$ cat src/design/linear_interp_resampler_defines.svh
// Assertion macros shared by the resampler RTL.
`ifndef LINEAR_INTERP_RESAMPLER_DEFINES_SVH
`define LINEAR_INTERP_RESAMPLER_DEFINES_SVH

// Same-cycle implication, checked on every rising edge outside reset.
`define LIR_ASSERT_IMPLY(lbl, ante, cons) \
  lbl: assert property (@(posedge clk_i) disable iff (!rst_ni) (ante) |-> (cons)) \
    else $error("resampler assertion failed");

// Next-cycle implication, checked on every rising edge outside reset.
`define LIR_ASSERT_NEXT(lbl, ante, cons) \
  lbl: assert property (@(posedge clk_i) disable iff (!rst_ni) (ante) |=> (cons)) \
    else $error("resampler assertion failed");

`endif

$ cat src/design/lir_pkg.sv
// Shared types and constants of the linear interpolation resampler.
package lir_pkg;

  localparam int unsigned SAMPLE_W   = 16;
  localparam int unsigned STEP_W     = 19;
  localparam int unsigned GAIN_W     = 10;
  localparam int unsigned CFG_IDX_W  = 2;
  localparam int unsigned CFG_DATA_W = 19;

  // Register indexes of the configuration port.
  localparam logic [CFG_IDX_W-1:0] CFG_STEP = 2'd0;
  localparam logic [CFG_IDX_W-1:0] CFG_GAIN = 2'd1;
  localparam logic [CFG_IDX_W-1:0] CFG_MUTE = 2'd2;

  // Register reset values.
  localparam logic [STEP_W-1:0] STEP_RESET = 19'd65536;
  localparam logic [GAIN_W-1:0] GAIN_RESET = 10'd256;

  // Controller to datapath commands.
  typedef struct packed {
    logic load_in;  // take the input word, shift samples, drop one phase unit
    logic eval;     // form interpolation numerators, advance phase and count
    logic scale;    // multiply numerators by gain
    logic sat;      // shift, saturate, mute into the output register
  } lir_cmd_t;

  // Datapath to controller status.
  typedef struct packed {
    logic run_ok;   // phase below one unit and output cap not reached
    logic last;     // the output being formed ends the run
  } lir_sts_t;

endpackage

$ cat src/design/lir_ctrl.sv
// Sequencer of the resampler: input take, per-output evaluate/scale/saturate/emit.
module lir_ctrl import lir_pkg::*; (
  input  logic     clk_i,
  input  logic     rst_ni,
  input  logic     in_valid_i,
  output logic     in_ready_o,
  output logic     out_valid_o,
  input  logic     out_ready_i,
  output lir_cmd_t cmd_o,
  input  lir_sts_t sts_i
);

  typedef enum logic [4:0] {
    ST_IDLE  = 5'b00001,
    ST_EVAL  = 5'b00010,
    ST_SCALE = 5'b00100,
    ST_SAT   = 5'b01000,
    ST_OUT   = 5'b10000
  } lir_state_e;

  lir_state_e state_q, state_d;

  always_comb begin
    state_d       = state_q;
    cmd_o         = '0;
    in_ready_o    = 1'b0;
    out_valid_o   = 1'b0;
    case (state_q)
      ST_IDLE: begin
        in_ready_o = 1'b1;
        if (in_valid_i) begin
          cmd_o.load_in = 1'b1;
          state_d       = ST_EVAL;
        end
      end
      ST_EVAL: begin
        if (sts_i.run_ok) begin
          cmd_o.eval = 1'b1;
          state_d    = ST_SCALE;
        end else begin
          state_d = ST_IDLE;
        end
      end
      ST_SCALE: begin
        cmd_o.scale = 1'b1;
        state_d     = ST_SAT;
      end
      ST_SAT: begin
        cmd_o.sat = 1'b1;
        state_d   = ST_OUT;
      end
      ST_OUT: begin
        out_valid_o = 1'b1;
        if (out_ready_i) begin
          state_d = sts_i.last ? ST_IDLE : ST_EVAL;
        end
      end
      default: begin
        state_d = ST_IDLE;
      end
    endcase
  end

  always_ff @(posedge clk_i or negedge rst_ni) begin
    if (!rst_ni) begin
      state_q <= ST_IDLE;
    end else begin
      state_q <= state_d;
    end
  end

endmodule

$ cat config.mk
export PLATFORM = sky130hd
export DESIGN_NAME = lir_ctrl
export DESIGN_NICKNAME = d
export VERILOG_FILES = /design/src/design/linear_interp_resampler_defines.svh /design/src/design/lir_pkg.sv /design/src/design/lir_ctrl.sv
export SDC_FILE = /design/constraint.sdc
export NUM_CORES = 1
export LEC_CHECK = 0
export CORE_AREA = 10 10 47 49
export DETAILED_ROUTE_END_ITERATION = 10
export DIE_AREA = 0 0 57 59
export DONT_BUFFER_PORTS = 1
export GPL_TIMING_DRIVEN = 1
export PLACE_DENSITY = 0.53
export SETUP_SLACK_MARGIN = 0.2
export SLEW_MARGIN = 20
export SYNTH_ARGS = -nofsm -noshare
export SYNTH_HDL_FRONTEND = slang
export SYNTH_SLANG_ARGS = --single-unit
$ cat constraint.sdc
create_clock -name clk_i -period 2.03 [get_ports clk_i]
set_clock_uncertainty 0.15 [all_clocks]
set_input_delay 0.1015 -clock clk_i [delete_from_list [all_inputs] [get_ports clk_i]]
set_output_delay 0.1015 -clock clk_i [all_outputs]
set_load 0.02 [all_outputs]
==> results.sh <==
export IMPL_wire_per_inst_um=13.0
export IMPL_grt_pass1_vias=352
export IMPL_yosysWarnings=0
export IMPL_synth_main_ff_cell="dfrtp_1"
export IMPL_finalCriticalPeriod_ps=1750
export IMPL_top_register="state_q"
export IMPL_coreArea_sq_mm=0.00140
export IMPL_arrival_ps=1780
export IMPL_gp_congestion=0.723
export IMPL_final_nets=59
export IMPL_grt_max_degree=11
export IMPL_critical_path_cell_chain="nor2b_1 -> a21oi_1 -> dlygate4sd3_1 -> nor2_1"
export IMPL_start_util_pct=26.1
export IMPL_yosys_cell_count_top_type="nor2_1"
export IMPL_clockBufferDepth=2
export IMPL_top_regs="state_q (5)"
export IMPL_setup_worst_path_start="state_q[0]"
export IMPL_firstDrtPassIters=4
export IMPL_antenna_diode_count=0
export IMPL_wl_um=886
export IMPL_synth_area_leaders="dfrtp_1, dfstp_2, nor2_1"
export IMPL_path_max_fanout=7
export IMPL_fmaxAchievable_mhz=570
export IMPL_fin_crit_sh_pct=86.4
export IMPL_drcViolationCount=0
export IMPL_finalHoldViolCount=0
export IMPL_ios=12
export IMPL_rsz0062_at_grt="true"
export IMPL_fin_tns_setup_ps=0
export IMPL_grt_pass1_wl_um=1590
export IMPL_vias=330
export IMPL_postRouteAntennaNets=0
export IMPL_syn_nets=47
export IMPL_r2r_start="state_q[0]"
export IMPL_synth_largest_area_cell="dfrtp_1"
export IMPL_h_tree_depth=1
export IMPL_p_total_mw=0.589
export IMPL_cp_slowest_cell="dfstp_2"
export IMPL_syn2layout_area_growth_pct=30.5
export IMPL_cts_sinks=5
export IMPL_drive_gt1_share_pct=26.9
export IMPL_critPathMaxStageDelay_ps=590
export IMPL_synth_cells=41
export IMPL_cp_end_kind="flip-flop"
export IMPL_synthDominantCellAreaShare_pct=27.4
export IMPL_syn_cell_area_sq_um=365
export IMPL_worstMarginPinSlew_ps=414
export IMPL_ys_ff_latch=5
export IMPL_cts_tree="yes"
export IMPL_synthArstFlopShare_pct=100
export IMPL_avgSynthCellArea_sq_um=8.91
export IMPL_drv_cap=0
export IMPL_yosys_cell_types_count=27
export IMPL_worstSkewPairLatency_ps=250
export IMPL_design_area_sq_um=477
export IMPL_outcome="complete, no violations"
export IMPL_antenna_found_initial=0
export IMPL_whs_ps=152
export IMPL_io_buffers=0
export IMPL_p_leak_nw=0.216
export IMPL_placed_area_sq_um=370
export IMPL_synthTopCellsByCount="nor2_1, dfrtp_1, inv_1"
export IMPL_fp_dieW_um=57
export IMPL_numCtsBuffers=3
export IMPL_clk_pin_slew_worst_paths_ps=50
export IMPL_relSlewSlack_pct=72.3
export IMPL_cts_root_buf="clkbuf_4"
export IMPL_largest_register_ffs=5
export IMPL_drv_slew=0
export IMPL_finalSetupViolCount=0
export IMPL_num_rows=14
export IMPL_dieArea_sq_mm=0.00336
export IMPL_irDropWorstVdd_uv=508
export IMPL_worst_ep_required_time_ps=2050
export IMPL_path_delay_family="flip-flops"
export IMPL_grt_use_total_pct=6.23
export IMPL_crit_type="reg2reg"
export IMPL_hpwl_um=637
export IMPL_crit_buf_inv=1
export IMPL_crit_path_start_kind="flip-flop"
export IMPL_overflow=0
export IMPL_hold_path_class="in2reg"
export IMPL_nFillCells=162
export IMPL_drt_iter0_markers=4
export IMPL_chipHeight_um=59
export IMPL_hold_start="in_valid_i"
export IMPL_synth_edf_count=0
export IMPL_power_density_mw_per_mm2=1240
export IMPL_vias_per_cell=4.85
export IMPL_seq_area_frac_synth_pct=34.6
[worst reg2reg max path, stage by stage, from the launching register on]
cell	delay, ps
dfstp_2	590
nor2b_1	200
a21oi_1	80
dlygate4sd3_1	560
nor2_1	90
[path summary, 6_finish.rpt]
path                               to  slack, ps  cells past startpoint
min reg2reg                state_q[4]        430                      1
max reg2reg                state_q[1]        280                      4
max in group asynchronous  state_q[0]        960                      2
min in group asynchronous  state_q[3]        520                      2
min                        state_q[0]        150                      4
max                        state_q[1]        280                      4
[per-layer routing]
metal / GRT usage (%) / share of wire, %
met1: 6.18 / 41
met2: 8.22 / 41
met3: 5.15 / 14
met4: 5.03 / 4.0
met5: 0 / 0
[power by group]
part	switching [mW]	internal [mW]	total [mW]
clock network	0.0455	0.0746	0.120
registers	0.0411	0.130	0.172
logic	0.139	0.159	0.297
total	0.225	0.364	0.589
[metrics by stage]
stage / std cells / setup slack (ps) / utilization (%)
after detailed placement: 56 / 510 / 26.4
after floorplan: 41 / 413 / -
after CTS: 66 / 228 / 32.6
after global placement: 56 / 527 / 26.4
final: 68 / 276 / 34.0
after global routing: 68 / 190 / 34.0
[logic make-up (layout without fill, tap and decap cells)]
kind of cell / count (synthesis) / count (layout) / synth area share (%)
and+or+nand+nor: 21 / 21 / 34.6
AOI/OAI and AO/OA: 8 / 8 / 17.1
buffers and inverters: 6 / 17 / 11.3
DFF: 5 / 5 / 34.6
xor gates and xnor gates: 1 / 1 / 2.40
[area by class of cell]
type                    count  area (sq um)  share of cell area (%)
well taps                  16          20.0                    4.20
inverters                   3          11.3                    2.36
multi-input cells          30           203                    42.5
clock buffers               4          26.3                    5.51
flip-flops and latches      5           126                    26.5
repair buffers             10          90.1                    18.9
[placed cells by master, fill, tap and decap left out]
master / count
nor4b_1: 1
nor3_2: 1
clkbuf_4: 3
a21oi_2: 1
buf_4: 4
nand3_1: 1
a2bb2o_4: 1
inv_1: 3
o21ai_0: 1
nor2_1: 7
nor3b_2: 1
dfrtp_1: 4
xor2_1: 1
o211ai_1: 1
a21oi_1: 2
or3_4: 1
nor3_1: 1
nor4bb_1: 1
o21ai_1: 1
nand2b_1: 1
dfstp_2: 1
nor2b_1: 1
dlygate4sd3_1: 6
clkbuf_1: 1
and3_2: 1
and3_1: 1
o22ai_1: 1
nand2_1: 2
and3b_1: 1
[what timing repair did]
action | CTS | global route
endpoints found under the hold margin | 9 | 0
setup endpoints to repair | 0 | 3
setup buffers | 0 | 2
hold buffers | 6 | 0
resized for setup | 0 | 1
No activity file was read; power rests on OpenSTA's default activity.
